`src/rtl/qau_pkg.sv`:
```
`timescale 1ns / 1ps
// ----------------------------------------------------------------------------
// qau_pkg
// shared types and constants of the quaternion arithmetic unit
// ----------------------------------------------------------------------------
package qau_pkg;

  localparam int CW_DEFAULT = 16;
  localparam int FB_DEFAULT = 12;
  localparam int NUM_LANES  = 4;
  localparam int NUM_TERMS  = 4;

  typedef enum logic [2:0] {
    OP_ADD   = 3'd0,
    OP_SUB   = 3'd1,
    OP_NEG   = 3'd2,
    OP_SCALE = 3'd3,
    OP_HAM   = 3'd4
  } op_t;

  // component indexes
  localparam logic [1:0] IDX_X = 2'd0;
  localparam logic [1:0] IDX_Y = 2'd1;
  localparam logic [1:0] IDX_Z = 2'd2;
  localparam logic [1:0] IDX_W = 2'd3;

  // hamilton product operand routing, [lane][term]
  localparam logic [1:0] HAM_A_IDX [NUM_LANES][NUM_TERMS] = '{
    '{IDX_W, IDX_X, IDX_Y, IDX_Z},
    '{IDX_W, IDX_Y, IDX_Z, IDX_X},
    '{IDX_W, IDX_Z, IDX_X, IDX_Y},
    '{IDX_W, IDX_X, IDX_Y, IDX_Z}
  };
  localparam logic [1:0] HAM_B_IDX [NUM_LANES][NUM_TERMS] = '{
    '{IDX_X, IDX_W, IDX_Z, IDX_Y},
    '{IDX_Y, IDX_W, IDX_X, IDX_Z},
    '{IDX_Z, IDX_W, IDX_Y, IDX_X},
    '{IDX_W, IDX_X, IDX_Y, IDX_Z}
  };
  // bit k set: term k is subtracted
  localparam logic [NUM_TERMS-1:0] HAM_NEG [NUM_LANES] = '{
    4'b1000, 4'b1000, 4'b1000, 4'b1110
  };

  // pipeline advance enables handed to the lanes
  typedef struct packed {
    logic en1;
    logic en2;
  } qau_ctl_t;

endpackage

```
`src/rtl/qau_lane.sv`:
```
`timescale 1ns / 1ps
// ----------------------------------------------------------------------------
// qau_lane
// one result component: four multipliers, signed sum, rounding, saturation
// ----------------------------------------------------------------------------
module qau_lane import qau_pkg::*; #(
  parameter int COMPONENT_WIDTH = CW_DEFAULT,
  parameter int FRACTION_BITS   = FB_DEFAULT
) (
  input  logic                              clk,
  input  qau_ctl_t                          ctl,
  input  op_t                               op,
  input  logic signed [COMPONENT_WIDTH-1:0] a_i,
  input  logic signed [COMPONENT_WIDTH-1:0] b_i,
  input  logic signed [COMPONENT_WIDTH-1:0] ma [NUM_TERMS],
  input  logic signed [COMPONENT_WIDTH-1:0] mb [NUM_TERMS],
  input  logic [NUM_TERMS-1:0]              neg_mask,
  output logic signed [COMPONENT_WIDTH-1:0] res,
  output logic                              ovf
);
  localparam int CW = COMPONENT_WIDTH;
  localparam int PW = 2 * CW;
  localparam int SW = PW + 2;

  localparam logic signed [SW-1:0] HALF = SW'(1) << (FRACTION_BITS - 1);
  localparam logic signed [SW-1:0] VMAX = {{(SW-CW+1){1'b0}}, {(CW-1){1'b1}}};
  localparam logic signed [SW-1:0] VMIN = {{(SW-CW+1){1'b1}}, {(CW-1){1'b0}}};

  logic signed [PW-1:0] prod_r   [NUM_TERMS];
  logic signed [PW-1:0] prod_nxt [NUM_TERMS];
  logic signed [CW:0]   lin_r, lin_nxt;
  logic                 use_prod_r, use_prod_nxt;
  logic signed [SW-1:0] sum_r, sum_nxt;
  logic                 rnd_r;
  logic signed [SW-1:0] rounded;

  // stage 1: products and the linear ops
  always_comb begin
    for (int k = 0; k < NUM_TERMS; k++) begin
      prod_nxt[k] = PW'(ma[k]) * PW'(mb[k]);
    end
    lin_nxt      = '0;
    use_prod_nxt = 1'b0;
    case (op)
      OP_ADD:   lin_nxt = (CW+1)'(a_i) + (CW+1)'(b_i);
      OP_SUB:   lin_nxt = (CW+1)'(a_i) - (CW+1)'(b_i);
      OP_NEG:   lin_nxt = -((CW+1)'(a_i));
      OP_SCALE: use_prod_nxt = 1'b1;
      OP_HAM:   use_prod_nxt = 1'b1;
      default:  lin_nxt = '0;
    endcase
  end

  // stage 2: signed sum of the terms
  always_comb begin
    sum_nxt = SW'(lin_r);
    if (use_prod_r) begin
      sum_nxt = '0;
      for (int k = 0; k < NUM_TERMS; k++) begin
        if (neg_mask[k]) begin
          sum_nxt = sum_nxt - SW'(prod_r[k]);
        end else begin
          sum_nxt = sum_nxt + SW'(prod_r[k]);
        end
      end
    end
  end

  always_ff @(posedge clk) begin
    if (ctl.en1) begin
      prod_r     <= prod_nxt;
      lin_r      <= lin_nxt;
      use_prod_r <= use_prod_nxt;
    end
    if (ctl.en2) begin
      sum_r <= sum_nxt;
      rnd_r <= use_prod_r;
    end
  end

  // products are rounded half up; every result is then clamped to the component range
  always_comb begin
    rounded = rnd_r ? ((sum_r + HALF) >>> FRACTION_BITS) : sum_r;
    ovf     = (rounded > VMAX) || (rounded < VMIN);
    if (rounded > VMAX) begin
      res = VMAX[CW-1:0];
    end else if (rounded < VMIN) begin
      res = VMIN[CW-1:0];
    end else begin
      res = rounded[CW-1:0];
    end
  end
endmodule

```
`config.mk`:
```
export PLATFORM = sky130hd
export DESIGN_NAME = qau_lane
export DESIGN_NICKNAME = d
export VERILOG_FILES = /design/src/rtl/qau_pkg.sv /design/src/rtl/qau_lane.sv
export SDC_FILE = /design/constraint.sdc
export NUM_CORES = 2
export LEC_CHECK = 0
export ABC_AREA = 1
export BUFFER_PORTS_ARGS = -buffer_cell sky130_fd_sc_hd__buf_2
export CAP_MARGIN = 15
export CORE_AREA = 2 2 438 440
export CTS_CLUSTER_DIAMETER = 30
export DETAILED_ROUTE_END_ITERATION = 6
export DIE_AREA = 0 0 440 442
export SLEW_MARGIN = 10
export SYNTH_ARGS = -nofsm -noshare
export SYNTH_HDL_FRONTEND = slang
export SYNTH_SLANG_ARGS = --single-unit
```
`constraint.sdc`:
```
create_clock -name clk -period 6.78 [get_ports clk]
set_input_delay 0.678 -clock clk [delete_from_list [all_inputs] [get_ports clk]]
set_output_delay 0.678 -clock clk [all_outputs]
set_load 0.005 [all_outputs]
```
; After elaboration in Yosys (flattened, before gate mapping)
; Index checks and enable logic that the tools add are counted.
[op_classes]
add_sub_neg = 11
mul = 4
magnitude_cmp = 2
eq_ne = 4
muxes = 13
reduce_logical = 3
[ops]
columns = operator, n
row1 = 34-bit two-way mux, 9
row2 = 16-bit by 16-bit multiplier with 32-bit output, 4
row3 = 34-bit by 32-bit adder with 34-bit output, 3
row4 = 34-bit by 32-bit subtractor with 34-bit output, 3
row5 = 17-bit one-hot mux with 3 select lines, 1
row6 = 34-bit by 13-bit adder with 34-bit output (second input constant), 1
row7 = 34-bit by 16-bit greater-than comparator with 1-bit output (second input constant), 1
row8 = 34-bit by 16-bit less-than comparator with 1-bit output (second input constant), 1
row9 = 1-bit by 32-bit subtractor with 33-bit output (first input constant), 1
row10 = 16-bit two-way mux, 2
row11 = 16-bit by 16-bit adder with 17-bit output, 1
row12 = 16-bit negation with 17-bit output, 1
row13 = 16-bit by 16-bit subtractor with 17-bit output, 1
row14 = 3-bit by 2-bit == test with 1-bit output (second input constant), 2
row15 = 3-bit by 1-bit == test with 1-bit output (second input constant), 1
row16 = 3-bit == test (second input constant), 1
row17 = 3-bit logical NOT, 1
row18 = 2-bit OR reduction, 1
row19 = 1-bit logical OR, 1
row20 = 1-bit two-way mux, 1
[word_totals]
register_bits = 181
in_bits = 170

; Longest topological paths before layout
[depth]
ltp_word = 12
mapped_depth = 41
mapped_depth_nobuf = 41

; Least setup slack after synthesis
; No wires, ideal clock.
[synth_timing]
kind = input to register
start = in mb[33] (netlist bit)
end = reg prod_r[88] (netlist bit) (data pin)
arrival_ps = 5946
required_time_ps = 6515
setup_slack_ps = 569
path_stages = 24
path_buffers = 2
cell_sequence = clkbuf_1 clkbuf_1 nand2_1 fa_1 inv_1 fa_1 inv_1 fa_1 fa_1 inv_1 fa_1 inv_1 fa_1 inv_1 ha_1 nand2_1 nand2_1 a31oi_1 nand2_1 a31oi_1 o21bai_1 a21oi_1 o21ai_0 xor2_1
[synth_lines]
columns = element, line_no
row1 = start: declaration, qau_lane.sv:16  ; input logic signed [COMPONENT_WIDTH-1:0] mb [NUM_TERMS],
row2 = end signal: assignment, qau_lane.sv:71  ; prod_r <= prod_nxt;
row3 = end: declaration, qau_lane.sv:29  ; logic signed [PW-1:0] prod_r [NUM_TERMS];

; Final worst setup path
[layout_timing]
start = reg prod_r[96] (netlist bit)
end = reg sum_r[33] (data pin)
[layout_via]
elab_chain_len = 12
[layout_lines]
columns = element, line_no
row1 = 1-bit by 32-bit subtractor with 33-bit output, qau_lane.sv:61  ; sum_nxt = sum_nxt - SW'(prod_r[k]);
row2 = 34-bit two-way mux (*), qau_lane.sv:60  ; if (neg_mask[k]) begin
row3 = 34-bit two-way mux (*), qau_lane.sv:57  ; if (use_prod_r) begin
row4 = 34-bit by 32-bit adder with 34-bit output / 34-bit by 32-bit subtractor with 34-bit output (equally long branches), "qau_lane.sv:63, qau_lane.sv:61"
row5 = 34-bit two-way mux (*), qau_lane.sv:60
row6 = 34-bit two-way mux (*), qau_lane.sv:57
row7 = 34-bit by 32-bit adder with 34-bit output / 34-bit by 32-bit subtractor with 34-bit output (equally long branches), "qau_lane.sv:63, qau_lane.sv:61"
row8 = 34-bit two-way mux (*), qau_lane.sv:60
row9 = 34-bit two-way mux (*), qau_lane.sv:57
row10 = 34-bit by 32-bit adder with 34-bit output / 34-bit by 32-bit subtractor with 34-bit output (equally long branches), "qau_lane.sv:63, qau_lane.sv:61"
row11 = 34-bit two-way mux (*), qau_lane.sv:60
row12 = 34-bit two-way mux (*), qau_lane.sv:57
row13 = net sum_nxt[33], qau_lane.sv:33  ; logic signed [SW-1:0] sum_r, sum_nxt;
row14 = end signal: assignment, qau_lane.sv:76  ; sum_r <= sum_nxt;
row15 = end: declaration, qau_lane.sv:33
; Mark *: on every way through the listed nets, which the timed path passes. The rest lies on a longest branch. The select of a mux whose other input is x is not followed.
; A chain may end at the register's enable or synchronous reset.

==> flow_metrics.tcl <==
set metrics [dict create \
    status "finished, final reports clean" \
    fin_area_sq_um 62500 \
    synth_top_area_share_pct 37.2 \
    critPathKind "register to register" \
    place_inst 9857 \
    area_delta_synth_final_pct 10.3 \
    max-cap-violations 0 \
    synth_edf_count 181 \
    drt-total-wl_mm 153 \
    gp_congestion 0.914 \
    ys_seq_area_share_pct 9.59 \
    reg2reg_slack_ns 0.37 \
    path_buf_inv 6 \
    hp-class "register to register" \
    grtUsageTotal_pct 16.1 \
    htree_levels 4 \
    cts_hold_buf 0 \
    antenna_found_initial 8 \
    post-route-min-period_ns 6.41 \
    post_drt_wl_per_cell_um 15.5 \
    finalHoldViolations 0 \
    arrival_ns 6.63 \
    first_iter_violations 2484 \
    avgViaCountPerCell 4.60 \
    io_buffer_count 186 \
    period_share_pct 94.5 \
    die_w_um 440 \
    synth_area_per_cell_sq_um 7.88 \
    async_flop_share_pct 0 \
    crit_path_frequent_cell "nand3_1" \
    slew_headroom_pct 34.6 \
    io_pins 187 \
    fillers 19900 \
    grt_max_degree 77 \
    drive_gt1_share_pct 8.05 \
    yosysTopAreaCell "fa_1" \
    die_area_sq_um 194000 \
    synth_area_leaders "fa_1, inv_1, nand2_1" \
    startpoint_type "register" \
    remaining_drc_errors 0 \
    cts_buffers 17 \
    coreArea_sq_um 190000 \
    syn_nets 8867 \
    clk_pin_slew_ns 0.08 \
    start_util_pct 29.9 \
    rr_startpoint "prod_r[96]" \
    ys_seq_elements 181 \
    synth-main-ff-cell "edfxtp_1" \
    chipHeight_um 442 \
    maxSlewViolCount 0 \
    clk_latency_ns 0.50 \
    fmax_ghz 0.156 \
    grt-ovfl-total 0 \
    synth.distinct_cells 54 \
    grt_pass1_wl_mm 253 \
    rr_worst_depth 34 \
    fin_util_pct 33.0 \
    synth_warnings 0 \
    cts.path.max_buffers 2 \
    rows 160 \
    placed_cell_area_sq_um 61300 \
    synthCells 7195 \
    crit_start "prod_r[96]" \
    fin_tns_setup_ns 0 \
    fin_cells 9904 \
    finClkSkew_ns 0.0231 \
    endpoint "sum_r[33]" \
    dr.pass1.iters 5 \
    hpwlAfterDp_mm 132 \
    cts-root-buf "clkbuf_16" \
    num_vias 45600 \
    crit_path_end_kind "register" \
    final-setup-viol-count 0 \
    cts_tree "yes" \
    path_max_fanout 4 \
    worst_slew_pin_slew_ns 0.981 \
    grt_pass1_vias 48900 \
    worstPathRequired_ns 7.00 \
    synth_area_sq_um 56700 \
    slowest_delay_ns 0.43 \
    clkSinkCount 181 \
    nets 9048 \
    reg2reg_to "sum_r[33]" \
    antenna_left 0 \
    cp.depth 34 \
    critical_path.top_delay_family "compound AO/OA/AOI/OAI gates" \
    cp_slowest_cell "xor2_1" \
    whs_path_depth 2 \
]
-- layer usage --
metal	GRT usage (%)	vias up	wire length, um
met3	1.45	185	5820
met5	0	-	30
met4	4.52	4	4180
li1	-	21800	-
met1	20.9	22600	67000
met2	28.3	979	76300
-- worst min-delay path by stage --
| stage | start | to |
|---|---|---|
| 2_1_floorplan | use_prod_r | rnd_r |
| 3_3_place_gp | lin_r[15] | sum_r[15] |
| 3_5_place_dp | lin_r[15] | sum_r[15] |
| 4_1_cts | lin_r[15] | sum_r[15] |
| 5_1_grt | lin_r[15] | sum_r[15] |
| 6_report | lin_r[15] | sum_r[15] |
-- what timing repair did --
action / CTS / global route
setup endpoints to repair: 0 / 18
gates resized for setup: 0 / 117
setup buffers: 0 / 10
-- synthesized netlist by cell type (all sizes together), types with 9 or more instances --
master	number
fa	1052
nand2	1637
inv	1853
nor2	364
a31oi	34
clkbuf	207
xor2	224
ha	450
o21a	15
nor3	72
o21ai	233
edfxtp	181
nand4	37
nor4	25
or2	70
a21o	17
nand3	158
a21oi	307
a21boi	9
o31ai	12
xnor2	151
o21bai	23
nand3b	12
-- state kept, by name, summed over array words and instances, names as in the netlist --
signal,cells
prod_r,128
sum_r,34
lin_r,17
rnd_r,1
use_prod_r,1
-- through the flow --
stage          setup WS, ns  hold WS [ns]
2_1_floorplan         0.569         0.424
3_3_place_gp          0.104         0.539
3_5_place_dp          0.109         0.538
4_1_cts              0.0586         0.557
5_1_grt             -0.0333         0.591
6_report              0.370         0.555
-- worst min-delay path, delay by kind of cell, from the launching register on --
kind | cells | cell delay (ns)
AO/OA/AOI/OAI | 1 | 0.06
AND/OR/NAND/NOR | 1 | 0.05
flip-flops | 1 | 0.33
-- cells in the final DEF, fill, tap and decap left out, drive strengths merged, types with 15 or more instances in the layout --
| cell type | count |
|---|---|
| a21o | 17 |
| a21oi | 307 |
| a31oi | 34 |
| buf | 377 |
| clkbuf | 18 |
| edfxtp | 181 |
| fa | 1052 |
| ha | 450 |
| inv | 1858 |
| nand2 | 1637 |
| nand3 | 158 |
| nand4 | 37 |
| nor2 | 364 |
| nor3 | 72 |
| nor4 | 25 |
| o21a | 15 |
| o21ai | 233 |
| o21bai | 23 |
| or2 | 70 |
| xnor2 | 151 |
| xor2 | 224 |
-- cell type report --
type | count | area, sq um | area share (%)
inverters | 1854 | 6960 | 11.1
repair buffers | 377 | 2390 | 3.82
well taps | 2511 | 3140 | 5.02
flip-flops and latches | 181 | 5440 | 8.69
diodes | 4 | 10.0 | 0.0160
clock buffers | 18 | 429 | 0.686
clock inverters | 14 | 141 | 0.226
multi-input cells | 4945 | 44000 | 70.4
-- cells by family after synthesis --
logic type | count (synthesis) | share of synthesized area (%)
simple gates | 2380 | 17.1
buf+inv | 2069 | 13.7
fa+ha+maj | 1502 | 47.1
compound gates | 688 | 6.73
xor+xnor | 375 | 5.79
flops | 181 | 9.59
Power is not shown: default switching activity piles up to over one toggle a cycle in this logic, so the estimate is an artifact.
