--- src/rtl/qau_pkg.sv ---
`timescale 1ns / 1ps
// ----------------------------------------------------------------------------
// qau_pkg
// shared types and constants of the quaternion arithmetic unit
// ----------------------------------------------------------------------------
package qau_pkg;

  localparam int CW_DEFAULT = 16;
  localparam int FB_DEFAULT = 12;
  localparam int NUM_LANES  = 4;
  localparam int NUM_TERMS  = 4;

  typedef enum logic [2:0] {
    OP_ADD   = 3'd0,
    OP_SUB   = 3'd1,
    OP_NEG   = 3'd2,
    OP_SCALE = 3'd3,
    OP_HAM   = 3'd4
  } op_t;

  // component indexes
  localparam logic [1:0] IDX_X = 2'd0;
  localparam logic [1:0] IDX_Y = 2'd1;
  localparam logic [1:0] IDX_Z = 2'd2;
  localparam logic [1:0] IDX_W = 2'd3;

  // hamilton product operand routing, [lane][term]
  localparam logic [1:0] HAM_A_IDX [NUM_LANES][NUM_TERMS] = '{
    '{IDX_W, IDX_X, IDX_Y, IDX_Z},
    '{IDX_W, IDX_Y, IDX_Z, IDX_X},
    '{IDX_W, IDX_Z, IDX_X, IDX_Y},
    '{IDX_W, IDX_X, IDX_Y, IDX_Z}
  };
  localparam logic [1:0] HAM_B_IDX [NUM_LANES][NUM_TERMS] = '{
    '{IDX_X, IDX_W, IDX_Z, IDX_Y},
    '{IDX_Y, IDX_W, IDX_X, IDX_Z},
    '{IDX_Z, IDX_W, IDX_Y, IDX_X},
    '{IDX_W, IDX_X, IDX_Y, IDX_Z}
  };
  // bit k set: term k is subtracted
  localparam logic [NUM_TERMS-1:0] HAM_NEG [NUM_LANES] = '{
    4'b1000, 4'b1000, 4'b1000, 4'b1110
  };

  // pipeline advance enables handed to the lanes
  typedef struct packed {
    logic en1;
    logic en2;
  } qau_ctl_t;

endpackage

--- src/rtl/qau_out_if.sv ---
`timescale 1ns / 1ps
// ----------------------------------------------------------------------------
// qau_out_if
// result channel: quaternion r and overflow flag
// ----------------------------------------------------------------------------
interface qau_out_if import qau_pkg::*; #(
  parameter int COMPONENT_WIDTH = CW_DEFAULT
) ();
  logic                              valid;
  logic                              ready;
  logic signed [COMPONENT_WIDTH-1:0] r_x;
  logic signed [COMPONENT_WIDTH-1:0] r_y;
  logic signed [COMPONENT_WIDTH-1:0] r_z;
  logic signed [COMPONENT_WIDTH-1:0] r_w;
  logic                              overflow;

  modport source (
    output valid, r_x, r_y, r_z, r_w, overflow,
    input  ready
  );
  modport sink (
    input  valid, r_x, r_y, r_z, r_w, overflow,
    output ready
  );
endinterface

--- src/rtl/qau_merge.sv ---
`timescale 1ns / 1ps
// ----------------------------------------------------------------------------
// qau_merge
// joins the lane results and overflow flags into the output register
// ----------------------------------------------------------------------------
module qau_merge import qau_pkg::*; #(
  parameter int COMPONENT_WIDTH = CW_DEFAULT
) (
  input  logic                              clk,
  input  logic                              rst_n,
  input  logic                              v2,
  input  logic signed [COMPONENT_WIDTH-1:0] lane_res [NUM_LANES],
  input  logic [NUM_LANES-1:0]              lane_ovf,
  output logic                              en_o,
  qau_out_if.source                         out_if
);
  logic                              out_valid_r;
  logic signed [COMPONENT_WIDTH-1:0] res_r [NUM_LANES];
  logic                              ovf_r;

  assign en_o = !out_valid_r || out_if.ready;

  always_ff @(posedge clk) begin
    if (!rst_n) begin
      out_valid_r <= 1'b0;
    end else if (en_o) begin
      out_valid_r <= v2;
    end
    if (en_o && v2) begin
      res_r <= lane_res;
      ovf_r <= |lane_ovf;
    end
  end

  assign out_if.valid    = out_valid_r;
  assign out_if.r_x      = res_r[IDX_X];
  assign out_if.r_y      = res_r[IDX_Y];
  assign out_if.r_z      = res_r[IDX_Z];
  assign out_if.r_w      = res_r[IDX_W];
  assign out_if.overflow = ovf_r;
endmodule

--- src/flat_wrapper.sv ---
// flat-port wrapper written by rule: the top's interface ports become plain ports
module qau_merge_flat import qau_pkg::*;
#(
  parameter int COMPONENT_WIDTH = CW_DEFAULT
)
  (clk, rst_n, v2, lane_res, lane_ovf, en_o, out_if_valid, out_if_r_x, out_if_r_y, out_if_r_z, out_if_r_w, out_if_overflow, out_if_ready);
  qau_out_if #(.COMPONENT_WIDTH(COMPONENT_WIDTH)) out_if_i ();
  input  logic clk;
  input  logic rst_n;
  input  logic v2;
  input  logic signed [COMPONENT_WIDTH-1:0] lane_res[NUM_LANES];
  input  logic [NUM_LANES-1:0] lane_ovf;
  output logic en_o;
  output wire logic [$bits(out_if_i.valid)-1:0] out_if_valid;
  output wire logic [$bits(out_if_i.r_x)-1:0] out_if_r_x;
  output wire logic [$bits(out_if_i.r_y)-1:0] out_if_r_y;
  output wire logic [$bits(out_if_i.r_z)-1:0] out_if_r_z;
  output wire logic [$bits(out_if_i.r_w)-1:0] out_if_r_w;
  output wire logic [$bits(out_if_i.overflow)-1:0] out_if_overflow;
  input wire logic [$bits(out_if_i.ready)-1:0] out_if_ready;
  assign out_if_valid = out_if_i.valid;
  assign out_if_r_x = out_if_i.r_x;
  assign out_if_r_y = out_if_i.r_y;
  assign out_if_r_z = out_if_i.r_z;
  assign out_if_r_w = out_if_i.r_w;
  assign out_if_overflow = out_if_i.overflow;
  assign out_if_i.ready = out_if_ready;
  qau_merge #(.COMPONENT_WIDTH(COMPONENT_WIDTH)) u_core (.clk(clk), .rst_n(rst_n), .v2(v2), .lane_res(lane_res), .lane_ovf(lane_ovf), .en_o(en_o), .out_if(out_if_i));
endmodule
--- config.mk ---
export PLATFORM = sky130hd
export DESIGN_NAME = qau_merge_flat
export DESIGN_NICKNAME = d
export VERILOG_FILES = /design/src/rtl/qau_pkg.sv /design/src/rtl/qau_out_if.sv /design/src/rtl/qau_merge.sv /design/src/flat_wrapper.sv
export SDC_FILE = /design/constraint.sdc
export NUM_CORES = 1
export LEC_CHECK = 0
export ABC_AREA = 1
export BUFFER_PORTS_ARGS = -buffer_cell sky130_fd_sc_hd__buf_2
export CAP_MARGIN = 15
export CORE_MARGIN = 3
export CORE_UTILIZATION = 40
export CTS_CLUSTER_DIAMETER = 100
export DETAILED_ROUTE_END_ITERATION = 16
export GPL_TIMING_DRIVEN = 0
export PLACE_DENSITY = 0.75
export SETUP_SLACK_MARGIN = 0.3
export SYNTH_ARGS = -nofsm -noshare
export SYNTH_HDL_FRONTEND = slang
export SYNTH_SLANG_ARGS = --single-unit
--- constraint.sdc ---
create_clock -name clk -period 4.8 [get_ports clk]
set_clock_uncertainty 0.05 [all_clocks]
set_input_delay 0.48 -clock clk [delete_from_list [all_inputs] [get_ports clk]]
set_output_delay 0.48 -clock clk [all_outputs]
set_load 0.05 [all_outputs]
# == After elaboration in Yosys (flattened, before gate mapping) ==
# Cells that the tools add are included.
# totals
reg_bits,66
input_bits,72
output_inout_bits,67
# classes
reduce_logical,4
# ops
op,n
$reduce_or A4 Y1,1
$logic_and A1 B1 Y1,1
$logic_not A1 Y1,1
$logic_or A1 B1 Y1,1

# == Longest topological paths before layout ==
# Gate-level depths: netlist of run 1.
# logic_depth
word_depth,3
depth_mapped,3

# == Worst setup path after synthesis of run 1 ==
# OpenSTA, ideal clock, no wires.
# synth_path
path_kind,reg2reg
start,"reg u_core.out_valid_r, in the netlist u_core.out_if.valid"
end,"reg u_core.ovf_r, in the netlist u_core.out_if.overflow, enable pin"
setup_ns,0.509
arrival_time_ns,3.749
t_required_ns,4.241
setup_slack_ns,0.492
stages_incl_launch_ff,2
n_path_buf,0
path_cell_list,dfxtp_1 a21oi_1
# synth_via
elab_chain_len,3
# synth_rtl
element,line_no,rtl
"start, declared",qau_merge.sv:17,logic out_valid_r;
"start signal, assigned",qau_merge.sv:27,out_valid_r <= v2;
$logic_not A1 Y1,qau_merge.sv:21,assign en_o = !out_valid_r || out_if.ready;
$logic_or A1 B1 Y1,qau_merge.sv:21,
$logic_and A1 B1 Y1,qau_merge.sv:29,if (en_o && v2) begin
"end signal, assigned",qau_merge.sv:31,ovf_r <= |lane_ovf;
"end, declared",qau_merge.sv:19,logic ovf_r;
# No other way between the ends.
# A chain may end at the register's enable or synchronous reset.

# == Worst setup path in the final report of run 1 ==
# layout_path
start,"reg u_core.out_valid_r, in the netlist u_core.out_if.valid"
end,"reg u_core.res_r (netlist bit u_core.out_if.r_x[2]), enable pin"
# layout_via
elab_chain_len,3
# layout_rtl
element,line_no,rtl
$logic_not A1 Y1,qau_merge.sv:21,
$logic_or A1 B1 Y1,qau_merge.sv:21,
$logic_and A1 B1 Y1,qau_merge.sv:29,
"end signal, assigned",qau_merge.sv:30,res_r <= lane_res;
"end, declared",qau_merge.sv:18,logic signed [COMPONENT_WIDTH-1:0] res_r [NUM_LANES];
# No other way between the ends.

==> results of run 1 <==
[path summary, 6_finish.rpt]
| path | to | slack (ns) | cells past startpoint | start |
|---|---|---|---|---|
| setup / recovery | u_core.out_if.r_x[2] | 3.04 | 3 | u_core.out_if.valid |
| hold / removal | u_core.out_if.r_w[12] | 0.28 | 1 | lane_res[12] |
| setup reg to reg | u_core.out_if.r_x[2] | 3.04 | 3 | u_core.out_if.valid |
| hold reg to reg | u_core.out_if.valid | 0.50 | 2 | u_core.out_if.valid |
[stage by stage]
step / TNS [ns] / cell area, µm²
after floorplan: 0 / 2010
after global placement: -28.74 / 2790
after detailed placement: 0 / 2860
after CTS: 0 / 3060
after global routing: 0 / 3060
final: 0 / 3060
[power by group through the flow]
| stage | Sequential (mW) | Clock [mW] | Combinational [mW] |
|---|---|---|---|
| finish | 0.681 | 0.467 | 0.198 |
| global route | 0.684 | 0.508 | 0.207 |
| CTS | 0.681 | 0.481 | 0.200 |
| detailed placement | 0.693 | 0 | 0.200 |
| global placement | 0.696 | 0 | 0.189 |
| floorplan | 0.813 | 0 | 0.0134 |
[synth_stat cells, drive strengths merged]
library cell,number
nand2,2
nor2,2
dfxtp,1
edfxtp,65
inv,3
a21oi,2
[registers in the layout (all words and copies together), names as in the netlist]
register and cells:
u_core.out_if.r_y 16, u_core.out_if.r_w 16, u_core.out_if.overflow 1, u_core.out_if.r_z 16, u_core.out_if.valid 1, u_core.out_if.r_x 16
[logic make-up (layout without fill, tap and decap cells)]
| group | Yosys count | in the layout |
|---|---|---|
| flops | 66 | 66 |
| simple gates | 4 | 4 |
| buf+inv | 3 | 159 |
| compound gates | 2 | 2 |
[routing by layer]
metal / track usage [%] / share of wire (%) / vias up
li1: - / - / 595
met1: 14.7 / 32 / 584
met2: 27.1 / 53 / 87
met3: 10.1 / 14 / 6
met4: 6.52 / 1.2 / 0
met5: 0 / 0 / -
[cell type report]
cell class,instances,area [µm²],share of cell area (%)
clock buffers,14,173,5.64
clock inverters,2,35.0,1.14
inverters,3,11.3,0.368
multi-input cells,6,42.5,1.39
flip-flops and latches,66,1970,64.4
well taps,67,83.8,2.74
repair buffers,140,746,24.3
==> summary.md, run 1 <==
The final weighted congestion of routability-driven global placement was 0.716. The endpoint type of the worst setup path was a flop. Global routing finished with a remaining overflow of 0. The most used cell along the critical path was buf_16. The filler cells instantiated in the layout total 360. For this design the total switching power over the nets is 342 µW. The run finished with clean final reports. Actual slew at the worst max-slew pin: 0.718 ns.

Of the total synthesized cell area, the portion taken by full adders, half adders and majority gates is 0%. Yosys printed 0 warnings. The post-synthesis average cell area is 26.9 µm², and the remaining routing DRC violations is 0.

The via count was 1272; the delay contributed by the slowest stage of the critical path was 0.61 ns. The synthesized netlist devotes 0% of its cell area to XOR and XNOR gates. The power density of the placed cells works out to 439 nW/µm². OpenSTA, run right after detailed placement, puts the worst setup slack at 2.79 ns.

The number of different library cells used by synthesis comes to 9. For the final-report hold violation count, the log shows 0. For the initial antenna violation count, the log shows 0. The setup path with the least slack is of type reg2reg. The first detailed-routing pass took 4 iterations. The worst setup path is launched from a flop. In this run the worst hold path is classified as in2reg. After technology mapping, the gate count stands at 75. The finished layout holds 298 standard cells, fillers aside. By area, the combinational part of the netlist is dominated by simple AND/OR/NAND/NOR gates. Setup slack on the critical path of the routed design comes to 3.04 ns.

The commonest non-fill, non-tap cell in the layout is buf_2. The buffer depth of the longest clock path came out at 2. Largest net degree at the start of global routing: 26. The clock root buffer master is clkbuf_8. The buffer and inverter count on the worst path came out at 2. Number of antenna diodes: 0. In this run, the number of DRC markers left after iteration 0 of detailed routing was 31. For the number of global-route vias before repair, the log shows 1419. Setup repair after global routing left no endpoint under its margin.

For the worst setup path, the data arrival time is 1.73 ns. The signal on the critical path passes through a21oi_4, buf_16, buf_16. Insertion delay of the later-clocked pin in the worst-skew pair: 0.32 ns.

The largest total area in the synthesized netlist belongs to edfxtp_1. The number of rows in the core area was 25; the number of setup buffers added after CTS was 0. In this run, post-CTS repair resized a total of 0 instances. For this design, the sink count on the clock tree is 66. Worst max-slew margin expressed relative to the limit: 52.0%. Setup violations remaining at the end of the flow were counted as 0. Net switching is 25.4% of the power.

The total area inside the core boundary comes to 4790 µm². Clock tree synthesis inserted a total of 9 buffers. The fraction of final layout cells with drive strength greater than 1 was 68.4%. The overall power after layout came out at 1.35 mW.

The library cells used most frequently in the layout, excluding fill and tap cells, are buf_2, edfxtp_1, clkbuf_8. In this run, placement finished with an instance count of 282. The time the final worst path needs with I/O delays and setup is 1.76 ns, and the simple-gate portion of the synthesized area is 0.870%. The H-tree was split into 3 levels.

VDD sags by at most 0.000290 V. Floorplan die area: 5920 µm². The portion of total power attributed to sequential cells came out at 50.6%.

The critical-path cell with the highest stage delay was a21oi_4. Area share of the leading cell type in the synthesized netlist: 96.9%. The tools report the cell leakage power as 1.33 nW. The number of nets handed over by synthesis was 147. The critical path required time is 4.78 ns.

The complex-gate fraction of the synthesized area was 0.683%. The largest delay contributor family on the critical path was compound AO/OA/AOI/OAI gates. In this run the tool buffered the top-level ports with 138 buffer cells. The hold-fix buffer count after cts is 0, and the number of nets with antenna violations after detailed routing is 0. After the last flow step, the layout net total stands at 298. Static timing analysis puts the maximum clock frequency at 569 MHz. The share of the core filled with cells came out at 64.0%. Global routing consumed, over all layers together, 15.8% of the routing resources.

After clock tree synthesis, the clock-pin slew on the worst setup and hold paths is 0.06 ns. In the final routed layout, each cell accounts on average for 14.6 µm. After synthesis the cells add up to 2010 µm².

After detailed routing, the total wire length is 4.34 mm. Dividing the final minimum period by the clock period gives 36.6%. The overall die width is 77.0 µm. Cell internal power was estimated by the tool at 1.00 mW. Compared with the post-synthesis result, the final layout area differs by 52.0%.

The initial cell density of the core is 42.1%, and the count of boundary I/O pins is 139. Measured against the total synthesized area, the mux share comes to 0%. The clock network fraction of design power was 34.7%.

Yosys attributes the largest share of cell area to edfxtp_1, dfxtp_1, a21oi_2. After detailed routing, the number of vias per cell comes to 4.27. The final number of max-transition violations was 0. The share of total power dissipated in combinational logic is 14.7%. The first global-routing pass estimated 6.84 mm of wire. The height of the die is 77.0 µm, and the number of maximum-capacitance violations is 0. In this run, synthesis produced a sequential element count of 66. TritonCTS built the clock tree.

The share of synthesized area occupied by flip-flops and latches was 97.9%. For the worst hold-check slack, the log shows 0.277 ns. The maximum fanout along the worst path is 25.
Note: power is estimated with default switching activity, not from simulation.
==> run 2, diff against run 1 <==
ABC_AREA = 0   (was 1)
clock period = 1.78 ns   (was 4.8 ns; I/O delays follow)
==> run 2 against run 1 <==
  * Largest power group unchanged
  * Cell count rose by 19%
  * Die area shrank 0.52%
  * Critical endpoint is now u_core.out_if.r_x[3]
  * Worst setup slack worse by 2.5 ns
  * Critical path depth is 1 lower
  * Highest routed layer unchanged
==> summary.md, run 2 <==
The flow ran to the end, and the final reports show no timing, DRC or antenna violations. The critical path goes through nand2b_4, and2_4. The critical path class was reg2reg.

For the critical path required time, the log shows 1.71 ns (-3.07 ns). The tools report the endpoint type of the worst setup path as a flop. The number of setup buffers added after CTS was 0 (unchanged); the delay contributed by the slowest stage of the critical path was 0.44 ns (-0.17 ns). The tools report the cell leakage power as 1.57 nW (+18%).

The time the final worst path needs with I/O delays and setup is 1.28 ns (-0.478 ns), and the maximum fanout along the worst path is 32 (+28%). The number of I/O port buffers is 138 (unchanged), and the fraction of power spent switching nets is 25.7% (+0.24 points). The tools report the capturing point of the worst reg2reg path as u_core.out_if.r_x[3]. The overall die width is 76.8 µm (-0.26%).

The post-synthesis sequential element count is 66 (unchanged). The worst max-slew margin expressed relative to the limit is 70.2% (+18 points), and the sink count of the clock tree is 66 (unchanged). The count of cell types in the netlist was 7 (-2); the overall power after layout was 3.76 mW (+180%). The tools report the detailed router's first-iteration violation count as 85 (+170%).

edfxtp_1 is the most common cell in the netlist. Highest clock rate: 782 MHz (+37%). The floorplan core area is 4790 µm² (unchanged). The count of boundary I/O pins is 139 (unchanged), and the number of global-route vias before repair is 1798 (+27%). The top cell types in the final layout, fill and taps aside, are buf_2, edfxtp_1, dlygate4sd3_1. Setup repair after global routing left no endpoint under its margin.

edfxtp_1 takes more of the synthesized area than any other cell. The logs give 41.9% (-0.24 points) for the initial cell density of the core and 356 (+19%) for the post-route non-filler standard cell count. The internal portion of total power was 2.80 mW (+180%); the area share of the leading cell type in the synthesized netlist was 97.4% (+0.54 points). The cell count after placement was 276 (-2.1%). The logs give 967 µW (+180%) for the power dissipated by switching net loads and 0 (unchanged) for the number of antenna diodes.

Once detailed placement completed, the half-perimeter wirelength came to 3.11 mm. Largest delay contributor family on the critical path: simple AND/OR/NAND/NOR gates. The gate count after technology mapping was 71 (-5.3%). The tools report the global-route usage over all layers as 21.8% (+6.0 points).

The height of the die was 76.8 µm (-0.26%); the number of warnings printed during yosys synthesis was 0 (unchanged). Path class of the lowest-slack min-delay path: in2reg. The routed wire length per instance is 16.9 µm (+16%), and the final critical-path share of the clock period is 71.8% (+35 points). In this run the clock root is driven by a clkbuf_8. The TritonCTS buffer count came out at 9 (unchanged). The logs give 0 (unchanged) for the initial antenna violation count and 6.02 mm (+39%) for the final wirelength.

The share of synthesized area occupied by flip-flops and latches was 98.4% (+0.55 points); the share of total power in combinational logic was 16.9% (+2.2 points). The largest individual stage delay along the critical path comes from the cell and2_4. The origin of the worst setup path was u_core.out_if.valid. The via count was 1564 (+23%); the number of cells on the worst reg-to-reg path was 2 (-1).

The area of the mapped netlist was 2000 µm² (-0.56%). The insertion delay of the later-clocked pin in the worst-skew pair came out at 0.32 ns (about the same). Layout overhead on the synthesized area: 81.7%.

The final number of max-transition violations is 0 (unchanged). For the total congestion overflow, the log shows 0 (unchanged). The number of rows in the core area was 25 (unchanged); the clock-pin slew on the worst setup and hold paths was 0.07 ns (about the same). For the maximum resistive drop on vdd, the log shows 0.000972 V (+240%). The most used flip-flop cell after synthesis is edfxtp_1. The post-synthesis average cell area is 28.2 µm² (+5.0%). The actual slew at the worst max-slew pin works out to 0.447 ns (-0.271 ns). The tools report the setup-violating endpoint count in the final report as 0 (unchanged). Following the worst setup path forward leads to its endpoint at u_core.out_if.r_x[3]. The power density of the placed cells was 1030 nW/µm² (+140%); the floorplan die area was 5890 µm² (-0.52%). The count of flip-flops with a built-in enable after synthesis came out at 65 (unchanged). The logs give 0.50 ns (-2.54 ns) for the setup slack on the worst flop-to-flop path and 357 (+20%) for the net count reported at finish. TritonCTS built the clock tree.

The commonest non-fill, non-tap cell in the layout is buf_2. The fraction of final layout cells with drive strength greater than 1 was 52.9% (-15 points); the buffer depth of the longest clock path was 2 (unchanged). The run gives 34.2% (-0.5 points) as the clock network fraction of design power.

By area the synthesized netlist is led by edfxtp_1, dfxtp_1, a21boi_0. For the first-pass detailed-route iteration total, the log shows 4 (unchanged). The run gives 285 (-21%) as the final-layout fill cell count.

The largest net degree at the start of global routing was 34 (+31%). The detailed-route vias per instance was 4.39 (+2.9%). The tools report the H-tree depth reported by CTS as 3 (unchanged).

The launch instance of the worst register-to-register path is u_core.out_if.valid. The run gives 0 (unchanged) as the number of maximum-capacitance violations. Data arrival at the endpoint of the critical path: 1.20 ns (-0.53 ns).

The startpoint class of the critical path was a flop. The buffer and inverter count on the worst path was 0 (-2); the final weighted congestion of routability-driven global placement was 0.717 (+0.17%). The total negative slack is 0 ns (unchanged).

The remaining routing DRC violations was 0 (unchanged). The logs give 0 (unchanged) for the final-report hold violation count and 0 (unchanged) for the number of nets with antenna violations after detailed routing. The first-pass GRT wire length is 9.41 mm (+38%), and the portion of total power attributed to sequential cells is 48.9% (-1.7 points).

Number of nets in the synthesized netlist: 143 (-2.7%). The cell depth of the worst setup path is 2 (-1), and the share of flip-flops with an asynchronous set or reset is 0% (unchanged).
run 2: cell families (layout without fill, tap and decap cells):
logic type	after synthesis	after routing	share of synthesized area [%]
compound gates	1	1	0.375
buf+inv	1	218	0.187
flops	66	66	98.4
simple gates	3	4	1.00
run 2: worst min-delay path by stage:
stage	from	end	slack, ns	cells past startpoint
2_1_floorplan	lane_res[0]	u_core.out_if.r_w[0]	0.23	0
3_3_place_gp	lane_res[15]	u_core.out_if.r_w[15]	0.30	1
3_5_place_dp	lane_res[40]	u_core.out_if.r_y[8]	0.31	1
4_1_cts	rst_n	u_core.out_if.valid	0.03	2
5_1_grt	rst_n	u_core.out_if.valid	0.05	2
6_report	rst_n	u_core.out_if.valid	0.07	2
run 2: power groups by stage:
stage          sequential [mW]  clock, mW  combinational, mW
6_report                  1.84       1.29              0.637
5_1_grt                   1.85       1.37              0.665
4_1_cts                   1.83       1.31              0.629
3_5_place_dp              1.87          0              0.514
3_3_place_gp              1.86          0              0.508
2_1_floorplan             2.18          0             0.0362
run 2: cell type report:
class / count / area [µm²] / share of cell area [%]
Multi-Input combinational cell: 5 / 46.3 / 1.27
Sequential cell: 66 / 1980 / 54.3
Tap cell: 67 / 83.8 / 2.30
Inverter: 1 / 3.75 / 0.103
Timing Repair Buffer: 202 / 1330 / 36.6
Clock inverter: 4 / 67.6 / 1.86
Clock buffer: 11 / 131 / 3.61
run 2: what timing repair did:
action,CTS,global route
hold buffers,64,0
resized for setup,1,0
hold endpoints to repair,64,0
endpoints found under the setup margin,65,0
run 2: worst register-to-register path: cells and delay by family (launching register included):
family | cells | cell delay (ns)
DFF | 1 | 0.35
and+or+nand+nor | 2 | 0.53
run 2: metrics by stage:
step	utilization (%)	hold slack (ns)	setup slack, ns	cell area, µm²
after floorplan	-	0.227	0.189	2020
after global placement	58.3	0.304	0.280	2790
after detailed placement	58.3	0.306	0.258	2790
after CTS	76.1	0.0339	0.499	3640
after global routing	76.1	0.0531	0.429	3640
final	76.1	0.0672	0.502	3640
run 2: layer usage:
metal | routed length (µm) | vias up | share of wire (%) | track usage (%)
li1 | - | 713 | - | -
met1 | 2090 | 727 | 35 | 22.8
met2 | 3210 | 107 | 53 | 38.4
met3 | 594 | 17 | 9.9 | 9.51
met4 | 120 | 0 | 2.0 | 8.51
met5 | 0 | - | 0 | 0
==> run 3, diff against run 2 <==
CORE_UTILIZATION = 36   (was 40)
PLACE_DENSITY = 0.71   (was 0.75)
clock period = 1.1 ns   (was 1.78 ns; I/O delays follow)
==> run 3 against run 2 <==
  * Die area is 10% higher
  * The run now ends with negative setup slack left
  * Clock-buffer cell count is 2 lower
  * Non-clock buffer count up 4
  * Critical endpoint is now u_core.out_if.r_x[6]
==> summary.md, run 3 (same netlist as run 2, synthesis figures left out) <==
The flow ran to the end, but the final reports show violations. The final reports fail on negative setup slack. STA classifies the critical path startpoint as a flop. The power density of the placed cells was 1570 nW/µm² (+52%). The worst hold-check slack is 0.0311 ns (-0.0361 ns).

The internal portion of total power was 4.73 mW (+69%). The fraction of power spent switching nets came out at 27.4% (+1.7 points). In the layout the commonest cells are buf_2, buf_6, dlygate4sd3_1, edfxtp_1, clkbuf_8. The tools report the data arrival at the endpoint of the critical path as 1.14 ns (-0.06 ns).

The floorplan core area was 5240 µm² (+9.4%); the first-pass detailed-route iteration total was 5 (+1). The logs give 0.34 ns (+0.02 ns) for the insertion delay of the later-clocked pin in the worst-skew pair and 279 (+1.1%) for the cell count after placement. Maximum resistive drop on vdd: 0.00122 V (+26%). The tools report the worst setup slack after layout as -0.0681 ns (-0.570 ns). The power dissipated by switching net loads was 1.79 mW (+85%); the cell leakage power was 1.74 nW (+11%). Setup-violating endpoint count in the final report: 67 (+67).

The tools report the total congestion overflow as 0 (unchanged). Sink count of the clock tree: 66 (unchanged). For the via count, the log shows 1695 (+8.4%).

The clock-pin slew on the worst setup and hold paths is 0.08 ns (about the same). The run gives 2 (unchanged) as the buffer depth of the longest clock path. The run gives 139 (unchanged) as the count of boundary I/O pins.

The portion of total power attributed to sequential cells was 46.3% (-2.6 points); the routed wire length per instance was 20.0 µm (+19%). The run gives 0 (unchanged) as the initial antenna violation count. The logs give 3 (unchanged) for the H-tree depth reported by CTS and 368 (+3.4%) for the post-route non-filler standard cell count. TritonCTS buffer count: 9 (unchanged). Share of total power in combinational logic: 19.2% (+2.3 points). The final wirelength is 7.37 mm (+23%), and the number of antenna diodes is 0 (unchanged). The global-route usage over all layers was 23.1% (+1.2 points); the final-layout fill cell count was 254 (-11%). The number of I/O port buffers was 138 (unchanged). The run gives 1940 (+7.9%) as the number of global-route vias before repair. The net count reported at finish came out at 365 (+2.2%). The area of all placed cells without fillers is 4150 µm² (+14%), and the final number of max-transition violations is 0 (unchanged). Clock tree synthesis selected as its root buffer the cell clkbuf_8.

The post-placement cell area was 2800 µm² (+0.13%). Critical path class: reg2reg. The critical path required time was 1.07 ns (-0.64 ns); the final weighted congestion of routability-driven global placement was 0.637 (-11%). The tools report the worst max-slew margin expressed relative to the limit as 83.6% (+13 points).

The number of maximum-capacitance violations is 0 (unchanged). The actual slew at the worst max-slew pin was 0.245 ns (-0.202 ns); the time the final worst path needs with I/O delays and setup was 1.17 ns (-0.110 ns). The tools report the number of rows in the core area as 26 (+4.0%). The share of the core filled with cells was 79.3% (+3.3 points); the floorplan die area was 6500 µm² (+10%). The run gives 0 (unchanged) as the final-report hold violation count. The maximum fanout along the worst path came out at 16 (-50%).

The detailed-route vias per instance came out at 4.61 (+4.8%). Setup repair after global routing could not meet its margin everywhere. The largest net degree at the start of global routing was 18 (-47%); the fraction of final layout cells with drive strength greater than 1 was 55.4% (+2.4 points).

For the detailed router's first-iteration violation count, the log shows 92 (+8.2%). The path class of the lowest-slack min-delay path is in2reg. The remaining routing DRC violations was 0 (unchanged); the overall die width was 80.6 µm (+5.0%). The final critical-path share of the clock period was 106% (+34 points); the highest clock rate was 856 MHz (+9.4%). The height of the die was 80.6 µm (+5.0%).

The first-pass GRT wire length came out at 10.3 mm (+9.4%). The layout overhead on the synthesized area is 107%, and the clock network fraction of design power is 34.5% (+0.3 points). TritonCTS built the clock tree. The logs give 0 (unchanged) for the number of nets with antenna violations after detailed routing and 38.2% (-3.6 points) for the initial cell density of the core. The library cell used most frequently in the layout, excluding fill and tap cells, is buf_2. The worst setup path is captured at a flop.

The run gives -0.446 ns (-0.704 ns) as the post-place setup slack.
run 3: per-stage QoR:
step                      power, mW  TNS [ns]
final                          6.52     -3.58
after global placement         3.84    -26.99
after detailed placement       3.87    -28.80
after floorplan                3.59    -31.93
after global routing           6.71     -5.94
after CTS                      6.45     -1.47
run 3: critical path, cell delays in order, from the launching register on:
cell	delay [ns]
dfxtp_4	0.36
nand2b_4	0.12
and2_4	0.31
run 3: layout make-up:
type	instances	area [µm²]	area share [%]
clock inverter	7	93.8	2.26
timing repair buffer	206	1790	43.0
multi-input combinational	9	82.6	1.99
tap	70	87.6	2.11
clock buffer	9	124	2.98
inverter	1	3.75	0.0904
sequential	66	1980	47.6
run 3: power groups by stage:
stage	Combinational, mW	Sequential [mW]	Clock [mW]
global route	1.30	3.03	2.39
CTS	1.20	3.01	2.24
detailed placement	0.838	3.03	0
finish	1.25	3.02	2.25
floorplan	0.0586	3.53	0
global placement	0.825	3.02	0
run 3: path summary, 6_finish.rpt:
check | start | to | slack [ns] | cells after the start
hold / removal | lane_ovf[0] | u_core.out_if.overflow | 0.03 | 2
hold reg to reg | u_core.out_if.valid | u_core.out_if.valid | 0.73 | 4
setup / recovery | u_core.out_if.valid | u_core.out_if.r_x[6] | -0.07 | 2
setup reg to reg | u_core.out_if.valid | u_core.out_if.r_x[6] | -0.07 | 2
run 3: metal layers:
| metal | wire [µm] | global-route usage (%) | part of all wire (%) |
|---|---|---|---|
| met1 | 2610 | 25.2 | 35 |
| met2 | 3900 | 38.6 | 53 |
| met3 | 665 | 9.64 | 9.0 |
| met4 | 200 | 11.0 | 2.7 |
| met5 | 0 | 0 | 0 |
run 3: repair_timing:
action / CTS / global route
setup endpoints to repair: 132 / 132
setup buffers: 0 / 3
hold buffers: 65 / 0
gates cloned: 3 / 2
hold endpoints to repair: 66 / 0
resized for setup: 135 / 6
